File: src/rtl/utf8_decoder_with_replacement_defines.svh
// Assertion macros used by the decoder back end.
`ifndef UTF8_DECODER_WITH_REPLACEMENT_DEFINES_SVH
`define UTF8_DECODER_WITH_REPLACEMENT_DEFINES_SVH

// Same-cycle implication, checked out of reset.
`define UTF8D_ASSERT_NOW(label, clk, rst, ante, cons, msg) \
  label: assert property (@(posedge clk) disable iff (rst) (ante) |-> (cons)) \
    else $error(msg);

// Next-cycle implication, checked out of reset.
`define UTF8D_ASSERT_NEXT(label, clk, rst, ante, cons, msg) \
  label: assert property (@(posedge clk) disable iff (rst) (ante) |=> (cons)) \
    else $error(msg);

`endif

File: src/rtl/utf8d_pkg.sv
package utf8d_pkg;

  localparam int unsigned CP_W        = 21;
  localparam int unsigned REP_CNT_W   = 3;
  localparam int unsigned QUEUE_DEPTH = 4;

  localparam logic [CP_W-1:0] REPL_CHAR   = 21'h00003F;
  localparam logic [CP_W-1:0] MAX_CP      = 21'h10FFFF;
  localparam logic [CP_W-1:0] SURR_LO     = 21'h00D800;
  localparam logic [CP_W-1:0] SURR_HI     = 21'h00DFFF;

  localparam logic [1:0] CLASS_2B = 2'd0;
  localparam logic [1:0] CLASS_3B = 2'd1;
  localparam logic [1:0] CLASS_4B = 2'd2;

  typedef enum logic [1:0] {
    TAIL_NONE,
    TAIL_CHAR,
    TAIL_END
  } tail_t;

  // One decoded byte's worth of output: a run of '?' then an optional tail.
  typedef struct packed {
    logic [REP_CNT_W-1:0] rep_cnt;
    tail_t                tail;
    logic [CP_W-1:0]      cp;
  } cmd_t;

  // Smallest legal scalar for a sequence class (overlong check).
  function automatic logic [CP_W-1:0] class_floor(input logic [1:0] cls);
    logic [CP_W-1:0] v;
    unique case (cls)
      CLASS_2B: v = 21'h000080;
      CLASS_3B: v = 21'h000800;
      default:  v = 21'h010000;
    endcase
    return v;
  endfunction

endpackage

File: src/rtl/utf8d_front.sv
module utf8d_front
  import utf8d_pkg::*;
(
  input  logic        clk,
  input  logic        rst,
  input  logic        byte_valid,
  input  logic [7:0]  byte_value,
  output logic        byte_stall,
  input  logic        q_full,
  output logic        push,
  output cmd_t        cmd
);

  logic [CP_W-1:0] acc;
  logic [2:0]      expected;
  logic [2:0]      taken;
  logic [1:0]      min_class;

  logic [CP_W-1:0] acc_next;
  logic [2:0]      expected_next;
  logic [2:0]      taken_next;
  logic [1:0]      min_class_next;

  logic            accept;
  logic            pending;
  logic            is_cont;
  logic [CP_W-1:0] acc_ext;
  logic [2:0]      taken_inc;
  logic            bad;

  assign accept     = byte_valid && !q_full;
  assign byte_stall = q_full;

  assign pending   = (expected != 3'd0);
  assign is_cont   = (byte_value[7:6] == 2'b10);
  assign acc_ext   = {acc[CP_W-7:0], byte_value[5:0]};
  assign taken_inc = taken + 3'd1;
  assign bad       = (acc_ext < class_floor(min_class)) || (acc_ext > MAX_CP) ||
                     ((acc_ext >= SURR_LO) && (acc_ext <= SURR_HI));

  always_comb begin
    acc_next       = acc;
    expected_next  = expected;
    taken_next     = taken;
    min_class_next = min_class;
    cmd.rep_cnt    = '0;
    cmd.tail       = TAIL_NONE;
    cmd.cp         = acc_ext;
    if (pending && is_cont) begin
      if (taken_inc >= expected) begin
        // sequence complete: one scalar, or one '?' per byte taken
        if (bad) begin
          cmd.rep_cnt = taken_inc;
        end else begin
          cmd.tail = TAIL_CHAR;
        end
        acc_next       = '0;
        expected_next  = '0;
        taken_next     = '0;
        min_class_next = '0;
      end else begin
        acc_next   = acc_ext;
        taken_next = taken_inc;
      end
    end else begin
      // flush a broken sequence, then treat the byte as a lead
      cmd.rep_cnt    = pending ? taken : 3'd0;
      acc_next       = '0;
      expected_next  = '0;
      taken_next     = '0;
      min_class_next = '0;
      cmd.cp         = {13'd0, byte_value};
      if (byte_value == 8'h00) begin
        cmd.tail = TAIL_END;
        cmd.cp   = '0;
      end else if (byte_value[7] == 1'b0) begin
        cmd.tail = TAIL_CHAR;
      end else if (byte_value[7:5] == 3'b110) begin
        acc_next       = {16'd0, byte_value[4:0]};
        expected_next  = 3'd2;
        taken_next     = 3'd1;
        min_class_next = CLASS_2B;
      end else if (byte_value[7:4] == 4'b1110) begin
        acc_next       = {17'd0, byte_value[3:0]};
        expected_next  = 3'd3;
        taken_next     = 3'd1;
        min_class_next = CLASS_3B;
      end else if (byte_value[7:3] == 5'b11110) begin
        acc_next       = {18'd0, byte_value[2:0]};
        expected_next  = 3'd4;
        taken_next     = 3'd1;
        min_class_next = CLASS_4B;
      end else begin
        cmd.rep_cnt = cmd.rep_cnt + 3'd1;
      end
    end
  end

  assign push = accept && ((cmd.rep_cnt != '0) || (cmd.tail != TAIL_NONE));

  always_ff @(posedge clk) begin
    if (rst) begin
      acc       <= '0;
      expected  <= '0;
      taken     <= '0;
      min_class <= '0;
    end else if (accept) begin
      acc       <= acc_next;
      expected  <= expected_next;
      taken     <= taken_next;
      min_class <= min_class_next;
    end
  end

endmodule

File: src/rtl/utf8d_queue.sv
module utf8d_queue
  import utf8d_pkg::*;
#(
  parameter int unsigned DEPTH = QUEUE_DEPTH
) (
  input  logic clk,
  input  logic rst,
  input  logic push,
  input  cmd_t push_data,
  output logic full,
  input  logic pop,
  output cmd_t head,
  output logic empty
);

  localparam int unsigned PTR_W = (DEPTH > 1) ? $clog2(DEPTH) : 1;
  localparam int unsigned CNT_W = $clog2(DEPTH + 1);

  cmd_t             mem [DEPTH];
  logic [PTR_W-1:0] wr_ptr;
  logic [PTR_W-1:0] rd_ptr;
  logic [CNT_W-1:0] count;

  assign full  = (count == CNT_W'(DEPTH));
  assign empty = (count == '0);
  assign head  = mem[rd_ptr];

  always_ff @(posedge clk) begin
    if (push) begin
      mem[wr_ptr] <= push_data;
    end
  end

  always_ff @(posedge clk) begin
    if (rst) begin
      wr_ptr <= '0;
      rd_ptr <= '0;
      count  <= '0;
    end else begin
      if (push) begin
        wr_ptr <= (wr_ptr == PTR_W'(DEPTH - 1)) ? '0 : wr_ptr + 1'b1;
      end
      if (pop) begin
        rd_ptr <= (rd_ptr == PTR_W'(DEPTH - 1)) ? '0 : rd_ptr + 1'b1;
      end
      if (push && !pop) begin
        count <= count + 1'b1;
      end else if (pop && !push) begin
        count <= count - 1'b1;
      end
    end
  end

endmodule

File: src/rtl/utf8d_back.sv
`include "utf8_decoder_with_replacement_defines.svh"

module utf8d_back
  import utf8d_pkg::*;
(
  input  logic            clk,
  input  logic            rst,
  input  cmd_t            head,
  input  logic            empty,
  output logic            pop,
  output logic            result_valid,
  input  logic            result_stall,
  output logic [CP_W-1:0] code_point,
  output logic            replaced,
  output logic            string_end,
  output logic            last
);

  logic [REP_CNT_W-1:0] sent;
  logic                 load;
  logic                 gen;
  logic                 in_reps;
  logic [CP_W-1:0]      cp_next;
  logic                 replaced_next;
  logic                 string_end_next;
  logic                 last_next;

  assign load    = !result_valid || !result_stall;
  assign gen     = load && !empty;
  assign in_reps = (sent < head.rep_cnt);

  always_comb begin
    if (in_reps) begin
      cp_next         = REPL_CHAR;
      replaced_next   = 1'b1;
      string_end_next = 1'b0;
      last_next       = ((sent + 1'b1) == head.rep_cnt) && (head.tail == TAIL_NONE);
    end else begin
      cp_next         = (head.tail == TAIL_CHAR) ? head.cp : '0;
      replaced_next   = 1'b0;
      string_end_next = (head.tail == TAIL_END);
      last_next       = 1'b1;
    end
  end

  assign pop = gen && last_next;

  always_ff @(posedge clk) begin
    if (rst) begin
      result_valid <= 1'b0;
      sent         <= '0;
    end else begin
      if (load) begin
        result_valid <= !empty;
      end
      if (gen) begin
        sent <= last_next ? '0 : sent + 1'b1;
      end
    end
  end

  always_ff @(posedge clk) begin
    if (gen) begin
      code_point <= cp_next;
      replaced   <= replaced_next;
      string_end <= string_end_next;
      last       <= last_next;
    end
  end

  `UTF8D_ASSERT_NOW(a_end_marker_shape, clk, rst, result_valid && string_end,
    last && !replaced && (code_point == '0), "end marker must be a clean final beat")
  `UTF8D_ASSERT_NOW(a_repl_is_qmark, clk, rst, result_valid && replaced,
    (code_point == REPL_CHAR) && !string_end, "replacement beat must carry '?'")
  `UTF8D_ASSERT_NOW(a_sent_in_range, clk, rst, !empty && (sent != '0),
    sent <= head.rep_cnt, "replacement counter ran past the run length")
  `UTF8D_ASSERT_NEXT(a_pop_ends_item, clk, rst, pop,
    result_valid && last, "popped entry must finish with a final beat")

endmodule

File: src/rtl/utf8_decoder_with_replacement.sv
// UTF-8 decoder with '?' replacement.
// Input channel: one raw byte per beat on byte_value, byte_valid / byte_stall.
// Output channel: one code point per beat on code_point with replaced,
// string_end and last, under result_valid / result_stall.
// A byte that only opens or extends a sequence gives no beat; any other byte
// gives one to four beats, last marking the final one for that byte.
// A byte's command enters the command queue when the byte is accepted, and its
// first beat is then loaded from the queue into the output register.
// Throughput, while result_stall is low: one byte per cycle while each byte
// gives at most one beat; a run of replacements sends one beat per cycle,
// set by the single output register; the command queue (QUEUE_DEPTH entries)
// absorbs the difference. byte_stall rises only when the command queue is full.
// A stalled receiver holds the output beat; the queue keeps filling until
// full, then input stalls. No beat is lost or repeated.
// Reset (rst, synchronous) drops any pending sequence, empties the queue and
// clears result_valid; the block takes a byte in the first cycle after.
module utf8_decoder_with_replacement
  import utf8d_pkg::*;
#(
  parameter int unsigned DEPTH = QUEUE_DEPTH
) (
  input  logic            clk,
  input  logic            rst,
  input  logic            byte_valid,
  input  logic [7:0]      byte_value,
  output logic            byte_stall,
  output logic            result_valid,
  input  logic            result_stall,
  output logic [CP_W-1:0] code_point,
  output logic            replaced,
  output logic            string_end,
  output logic            last
);

  // front to queue
  logic push;
  cmd_t push_cmd;
  logic q_full;

  // queue to back
  cmd_t head;
  logic q_empty;
  logic pop;

  // Classify each byte and keep the sequence state; emit one command per byte
  // that gives output.
  utf8d_front u_front (
    .clk        (clk),
    .rst        (rst),
    .byte_valid (byte_valid),
    .byte_value (byte_value),
    .byte_stall (byte_stall),
    .q_full     (q_full),
    .push       (push),
    .cmd        (push_cmd)
  );

  // Hold commands while the back end spells out replacement runs.
  utf8d_queue #(
    .DEPTH (DEPTH)
  ) u_queue (
    .clk       (clk),
    .rst       (rst),
    .push      (push),
    .push_data (push_cmd),
    .full      (q_full),
    .pop       (pop),
    .head      (head),
    .empty     (q_empty)
  );

  // Expand each command into beats through the output register, one per unstalled cycle.
  utf8d_back u_back (
    .clk          (clk),
    .rst          (rst),
    .head         (head),
    .empty        (q_empty),
    .pop          (pop),
    .result_valid (result_valid),
    .result_stall (result_stall),
    .code_point   (code_point),
    .replaced     (replaced),
    .string_end   (string_end),
    .last         (last)
  );

endmodule
File: config.mk
export PLATFORM = sky130hd
export DESIGN_NAME = utf8_decoder_with_replacement
export DESIGN_NICKNAME = d
export VERILOG_FILES = /design/src/rtl/utf8d_pkg.sv /design/src/rtl/utf8d_front.sv /design/src/rtl/utf8d_queue.sv /design/src/rtl/utf8d_back.sv /design/src/rtl/utf8_decoder_with_replacement.sv
export VERILOG_INCLUDE_DIRS = /design/src /design/src/rtl
export SDC_FILE = /design/constraint.sdc
export NUM_CORES = 1
export LEC_CHECK = 0
export CORE_ASPECT_RATIO = 0.75
export CORE_MARGIN = 2
export CORE_UTILIZATION = 50
export DETAILED_ROUTE_END_ITERATION = 12
export DONT_BUFFER_PORTS = 1
export HOLD_SLACK_MARGIN = 0.12
export PLACE_DENSITY_LB_ADDON = 0.05
export SYNTH_ARGS = -nofsm -noshare
export SYNTH_HDL_FRONTEND = slang
export SYNTH_SLANG_ARGS = --single-unit
File: constraint.sdc
create_clock -name clk -period 4.73 [get_ports clk]
set_input_delay 1.419 -clock clk [delete_from_list [all_inputs] [get_ports clk]]
set_output_delay 1.419 -clock clk [all_outputs]
set_load 0.05 [all_outputs]
==> impl_metrics.py, run 1 <==
metrics = {
    "status": {
        "status": "finished, final reports clean",
    },
    "worst_setup_path": {
        "crit_required_ns": 5.08,
        "crit_fanout": 18,
        "cp_top_family": "simple AND/OR/NAND/NOR gates",
        "crit_arrival_ns": 4.39,
        "r2r_slack_ns": 0.84,
        "crit_path_start_kind": "input pin",
        "reg2reg_depth": 13,
        "worst-setup-path-type": "in2reg",
        "crit_top_cell": "a21oi_1",
        "crit_path_end_kind": "flop",
        "cpPeakStageDelay_ns": 0.76,
        "r2r-end": "u_queue.count[2]",
        "slowest_stage": "nor2b_1",
        "r2r_start": "u_front.min_class[1]",
        "critPathBufInv": 1,
        "crit_chain": "nor2b_1 -> nand2_1 -> nor4b_1 -> a21oi_1 -> a31oi_2 -> ha_1 -> inv_1 -> fa_1 -> xor2_1 -> or3_1 -> a21oi_1",
    },
    "synth": {
        "synthAdderAreaFrac": 0.0340,
        "synth_top_family_by_area": "simple AND/OR/NAND/NOR gates",
        "synth_xor_area_frac": 0.00767,
        "synth-seq-cells": 162,
        "async_flop_share": 0,
        "yosys.cell_types.count": 53,
        "synth_mux_area_frac": 0.0913,
        "synth_edf_count": 128,
        "synth_warnings": 0,
        "synthesis.instances": 478,
        "avgSynthCellArea_sq_um": 14.3,
        "synthFlopType": "edfxtp_1",
        "synth_fp_nets": 508,
        "synth_area_sq_um": 6850,
        "yosys.area_share.simple": 0.112,
        "synth_compound_area_frac": 0.0663,
        "ys_seq_area_frac": 0.660,
    },
    "cts": {
        "cts_tree": "done",
        "ctsHtreeMaxLevel": 4,
        "cts.repair.resized": 0,
        "ctsHoldBuffers": 0,
        "cts_setup_buffers": 0,
        "cts.sinks": 162,
        "clk_pin_slew_ns": 0.06,
        "cts_buffer_depth": 2,
        "clock_latency_ns": 0.42,
        "cts_buffers": 17,
        "root_buffer": "clkbuf_16",
    },
    "floorplan": {
        "die_w_um": 139,
        "die_h_um": 105,
        "initial_core_util": 0.505,
        "core_area_sq_um": 13600,
        "num_rows": 37,
        "die_area_sq_um": 14700,
        "boundaryPins": 38,
    },
    "sta": {
        "worst_pin_slew_ns": 0.992,
        "fmax_mhz": 247,
        "hold_viol": 0,
        "fin_tns_setup_ns": 0,
        "rsz0062_at_grt": "no",
        "finalClockSkew_ns": 0.00902,
        "post-route-period-util": 0.855,
        "final_max_slew_viol_count": 0,
        "setup_viol": 0,
        "fin_crit_ns": 4.04,
        "slew_headroom": 0.338,
    },
    "drt": {
        "drc_errors": 0,
        "first_pass_iters": 5,
        "drt-initial-drc-count": 317,
        "ant_nets": 0,
        "wirelength_um": 13600,
        "wl_per_cell_um": 20.3,
        "vias_per_cell": 5.80,
        "vias": 3882,
    },
    "power": {
        "vdd_drop_max_uv": 515,
        "power.density_nw_per_um2": 573,
        "power_leakage_nw": 2.64,
    },
    "global_routing": {
        "grt_overflow": 0,
        "grt_pass1_wl_um": 21600,
        "grt_use_total": 0.198,
        "grt_pass1_vias": 3842,
        "grt_max_degree": 35,
        "antenna_found_initial": 0,
    },
    "finish": {
        "layout_common_cells": "edfxtp_1 (128), dfxtp_1 (33), a21oi_1 (27)",
        "final_common_cell": "edfxtp_1",
        "fill_cells": 1095,
        "num_antenna_cells": 0,
        "layout-drive-gt1-share": 0.150,
        "nets": 511,
        "synthToLayoutAreaGrowth_pct": 11.9,
        "instances_no_fill": 669,
    },
    "hold_path": {
        "worstHoldStart": "u_back.sent[0]",
        "hp-class": "reg2reg",
        "hold_end": "u_back.sent[0]",
        "holdPathStages": 2,
    },
    "job": {
        "maxCapViolCount": 0,
    },
    "place": {
        "dp_hpwl_um": 9080,
        "routabilityCongestion": 0.938,
        "port_buffers": 0,
        "placed_cells": 637,
    },
}
[synth_stat cells, types with 6 or more instances]
| library cell | instances | share of area |
|---|---|---|
| a21oi_1 | 27 | 0.020 |
| and2_1 | 7 | 0.0064 |
| and3_1 | 13 | 0.012 |
| clkbuf_1 | 23 | 0.013 |
| dfxtp_1 | 34 | 0.099 |
| edfxtp_1 | 128 | 0.56 |
| ha_1 | 17 | 0.031 |
| inv_1 | 22 | 0.012 |
| mux4_2 | 26 | 0.085 |
| nand2_1 | 26 | 0.014 |
| nand2b_1 | 6 | 0.0055 |
| nand3_1 | 18 | 0.013 |
| nor2_1 | 20 | 0.011 |
| nor2b_1 | 18 | 0.016 |
| o21ai_0 | 15 | 0.011 |
[layer usage]
| metal | track usage | part of all wire |
|---|---|---|
| met1 | 0.283 | 0.48 |
| met5 | 0 | 0 |
| met3 | 0.0609 | 0.058 |
| met4 | 0.0664 | 0.013 |
| met2 | 0.292 | 0.45 |
[sequential cells by signal (all words and copies together) (netlist names), named ones only]
signal               count
u_back.code_point       21
u_queue.mem            104
u_queue.rd_ptr           2
u_back.last              1
u_front.taken            3
u_front.min_class        2
u_front.acc             15
u_back.result_valid      1
u_back.replaced          1
u_front.expected         1
u_queue.count            3
u_back.string_end        1
u_back.sent              3
u_queue.wr_ptr           2
[worst min-delay path: cells and delay by family, from the launching register on]
kind	cells	cell delay [ns]
flip-flops	1	0.32
AND/OR/NAND/NOR	1	0.06
AO/OA/AOI/OAI	1	0.05
[metrics by stage]
| step | power [W] | setup WS (ns) | utilization | area (sq um) | hold slack (ns) |
|---|---|---|---|---|---|
| after floorplan | 0.00287 | 0.782 | - | 6850 | 0.444 |
| after global routing | 0.00460 | 0.244 | 0.565 | 7670 | 0.497 |
| after CTS | 0.00444 | 0.771 | 0.565 | 7670 | 0.471 |
| after detailed placement | 0.00310 | 0.319 | 0.522 | 7090 | 0.462 |
| final | 0.00440 | 0.688 | 0.565 | 7670 | 0.468 |
| after global placement | 0.00308 | 0.431 | 0.522 | 7090 | 0.452 |
[worst max-delay path by stage]
stage,startpoint,to,slack [ns],cells past startpoint
6_report,byte_value[7],u_queue.count[2],0.69,11
5_1_grt,byte_value[7],u_queue.count[2],0.24,11
4_1_cts,byte_value[7],u_queue.count[2],0.77,11
3_5_place_dp,byte_value[7],u_queue.count[2],0.32,11
3_3_place_gp,byte_value[7],u_queue.count[2],0.43,11
2_1_floorplan,byte_value[6],u_queue.count[2],0.78,12
[logic make-up after synthesis]
| family | count (synthesis) |
|---|---|
| muxes | 30 |
| adders and majority gates | 18 |
| xor gates and xnor gates | 6 |
| AOI/OAI and AO/OA | 72 |
| buffers and inverters | 49 |
| DFF | 162 |
| and+or+nand+nor | 141 |
[layout make-up]
cell class,instances,area [sq um],area share
Sequential cell,162,4530,0.590
Multi-Input combinational cell,267,2140,0.279
Clock buffer,17,425,0.0555
Tap cell,175,219,0.0285
Clock inverter,15,158,0.0206
Timing Repair Buffer,11,120,0.0157
Inverter,22,82.6,0.0108
[where the power goes]
part           internal, W  switching [W]  total (W)
Sequential         0.00182       0.000472    0.00229
Combinational     0.000328       0.000433   0.000761
Clock             0.000782       0.000563    0.00135
Power figures use the tool's default switching activity.
==> run 2, diff against run 1 <==
==> constraint.sdc (replaced) <==
create_clock -name clk -period 4.46 [get_ports clk]
set_input_delay 1.338 -clock clk [delete_from_list [all_inputs] [get_ports clk]]
set_output_delay 1.338 -clock clk [all_outputs]
set_load 0.05 [all_outputs]
==> run 2 against run 1 <==
Net effect:
- final cell count rose by 0.30%
- clock-buffer cell count is 2 higher
- sequential share of layout area grew 0.30 points
- sequential power increased by 6%
- worst setup slack gained 0.026 ns
- flip-flop and latch count did not move
- clock skew is 0.0013 ns higher
- global-route usage increased by 0.076 points
- routed wire length is 0.15% higher
- final area is 0.51% lower
- combinational power is 4.3% higher
- non-clock buffer count increased by 2
==> impl_metrics.py, run 2 (synthesized netlist as in run 1, its figures left out) <==
metrics = {
    "floorplan": {
        "num_rows": 37,
        "initial_core_util": 0.505,
        "die_w_um": 139,
        "boundaryPins": 38,
        "die_area_sq_um": 14700,
        "core_area_sq_um": 13600,
        "die_h_um": 105,
    },
    "hold_path": {
        "hp-class": "reg2reg",
        "worstHoldStart": "u_front.acc[3]",
    },
    "finish": {
        "final_common_cell": "edfxtp_1",
        "nets": 513,
        "final_util": 0.563,
        "fill_cells": 1086,
        "largest_reg_flops": 104,
        "regArea_sq_um": 4530,
        "layout-drive-gt1-share": 0.149,
        "largest-register": "u_queue.mem",
        "top_regs": "u_queue.mem (104), u_back.code_point (21), u_front.acc (15)",
        "synthToLayoutAreaGrowth_pct": 11.4,
        "layout_common_cells": "edfxtp_1 (128), dfxtp_1 (33), a21oi_1 (27)",
        "num_antenna_cells": 0,
        "multi_input_area_sq_um": 2140,
    },
    "sta": {
        "rsz0062_at_grt": "no",
        "worst_pin_slew_ns": 0.851,
        "fmax_mhz": 267,
        "setup_viol": 0,
        "post-route-period-util": 0.840,
        "hold_viol": 0,
        "finalClockSkew_ns": 0.0103,
        "fin_crit_ns": 3.75,
        "final_max_slew_viol_count": 0,
        "slew_headroom": 0.433,
        "fin_tns_setup_ns": 0,
    },
    "cts": {
        "clock_latency_ns": 0.42,
        "root_buffer": "clkbuf_16",
        "ctsHtreeMaxLevel": 4,
        "cts_tree": "done",
        "cts_setup_buffers": 0,
        "clk_pin_slew_ns": 0.06,
        "cts.repair.resized": 0,
        "cts.sinks": 162,
        "cts_buffers": 17,
        "ctsHoldBuffers": 0,
        "cts_buffer_depth": 2,
    },
    "global_routing": {
        "antenna_found_initial": 0,
        "grt_max_degree": 35,
        "grt_pass1_wl_um": 21700,
        "grt_use_total": 0.199,
        "grt_overflow": 0,
        "grt_pass1_vias": 3954,
    },
    "drt": {
        "wirelength_um": 13600,
        "ant_nets": 0,
        "drc_errors": 0,
        "vias": 3921,
        "wl_per_cell_um": 20.2,
        "drt-initial-drc-count": 301,
        "vias_per_cell": 5.84,
        "first_pass_iters": 4,
    },
    "place": {
        "dp_hpwl_um": 8950,
        "routabilityCongestion": 0.915,
        "port_buffers": 0,
    },
    "worst_setup_path": {
        "critPathBufInv": 1,
        "crit_start": "u_front.min_class[1]",
        "crit_path_start_kind": "flop",
        "worst-setup-path-type": "reg2reg",
        "cpPeakStageDelay_ns": 0.60,
        "slowest_stage": "or3_1",
        "cp_top_family": "simple AND/OR/NAND/NOR gates",
        "crit_chain": "or3_1 -> and2_1 -> ha_1 -> a2111oi_0 -> a31oi_1 -> o21a_1 -> a31oi_2 -> ha_1 -> inv_1 -> fa_1 -> xor2_1 -> or3_1 -> a21oi_1",
        "crit_path_end_kind": "flop",
        "r2r_start": "u_front.min_class[1]",
        "crit_arrival_ns": 4.10,
        "crit_required_ns": 4.81,
        "crit_fanout": 16,
    },
    "power": {
        "power.switching_w": 0.00154,
        "p_sw_frac": 0.332,
        "p_int_w": 0.00309,
        "power_leakage_nw": 2.63,
        "vdd_drop_max_uv": 421,
        "pwr-share-comb": 0.172,
        "power.density_nw_per_um2": 606,
        "seq_power_share": 0.526,
        "power_frac_clock": 0.303,
    },
    "status": {
        "status": "finished, final reports clean",
    },
    "job": {
        "maxCapViolCount": 0,
    },
}
[run 2: cell count changes in the layout (fill, tap and decap cells not counted)]
cell | previous run | this run
buf_4 | 8 | 13
buf_12 | 3 | 0
clkbuf_1 | 0 | 2
clkinv_4 | 4 | 2
clkinv_2 | 2 | 3
inv_8 | 1 | 0
[run 2: metal layers]
layer	vias to the layer above	part of all wire	global-route usage
met3	17	0.057	0.0659
li1	1826	-	-
met4	0	0.019	0.0750
met1	1970	0.49	0.285
met5	-	0	0
met2	108	0.43	0.284
[run 2: layout make-up]
| class | count | share of cell area |
|---|---|---|
| flip-flops and latches | 162 | 0.593 |
| multi-input cells | 267 | 0.280 |
| clock buffers | 19 | 0.0567 |
| well taps | 175 | 0.0287 |
| clock inverters | 13 | 0.0175 |
| repair buffers | 13 | 0.0128 |
| inverters | 22 | 0.0108 |
[run 2: stage by stage]
step | hold WS (ns) | total power [W] | setup slack [ns] | cells | area, sq um
global placement | 0.457 | 0.00326 | 0.638 | 639 | 7060
detailed placement | 0.475 | 0.00328 | 0.486 | 639 | 7060
floorplan | 0.444 | 0.00305 | 0.593 | 478 | 6850
global route | 0.509 | 0.00485 | 0.530 | 671 | 7630
finish | 0.488 | 0.00463 | 0.714 | 671 | 7630
CTS | 0.484 | 0.00468 | 0.739 | 671 | 7630
[run 2: tightest hold or removal path, cell delays in order (launching register included)]
cell	delay, ns
dfxtp_1	0.34
nand2_1	0.06
a21oi_1	0.05
[run 2: power by group through the flow]
stage / registers, W / clock network [W] / logic, W
floorplan: 0.00242 / 0 / 0.000630
global placement: 0.00246 / 0 / 0.000796
detailed placement: 0.00247 / 0 / 0.000808
CTS: 0.00244 / 0.00143 / 0.000810
global route: 0.00246 / 0.00150 / 0.000886
finish: 0.00243 / 0.00140 / 0.000794
[run 2: final timing paths]
kind | cells past startpoint | to | slack [ns]
setup / recovery | 13 | u_queue.count[2] | 0.71
hold / removal | 2 | u_front.acc[3] | 0.49
setup reg to reg | 13 | u_queue.count[2] | 0.71
hold reg to reg | 2 | u_front.acc[3] | 0.49
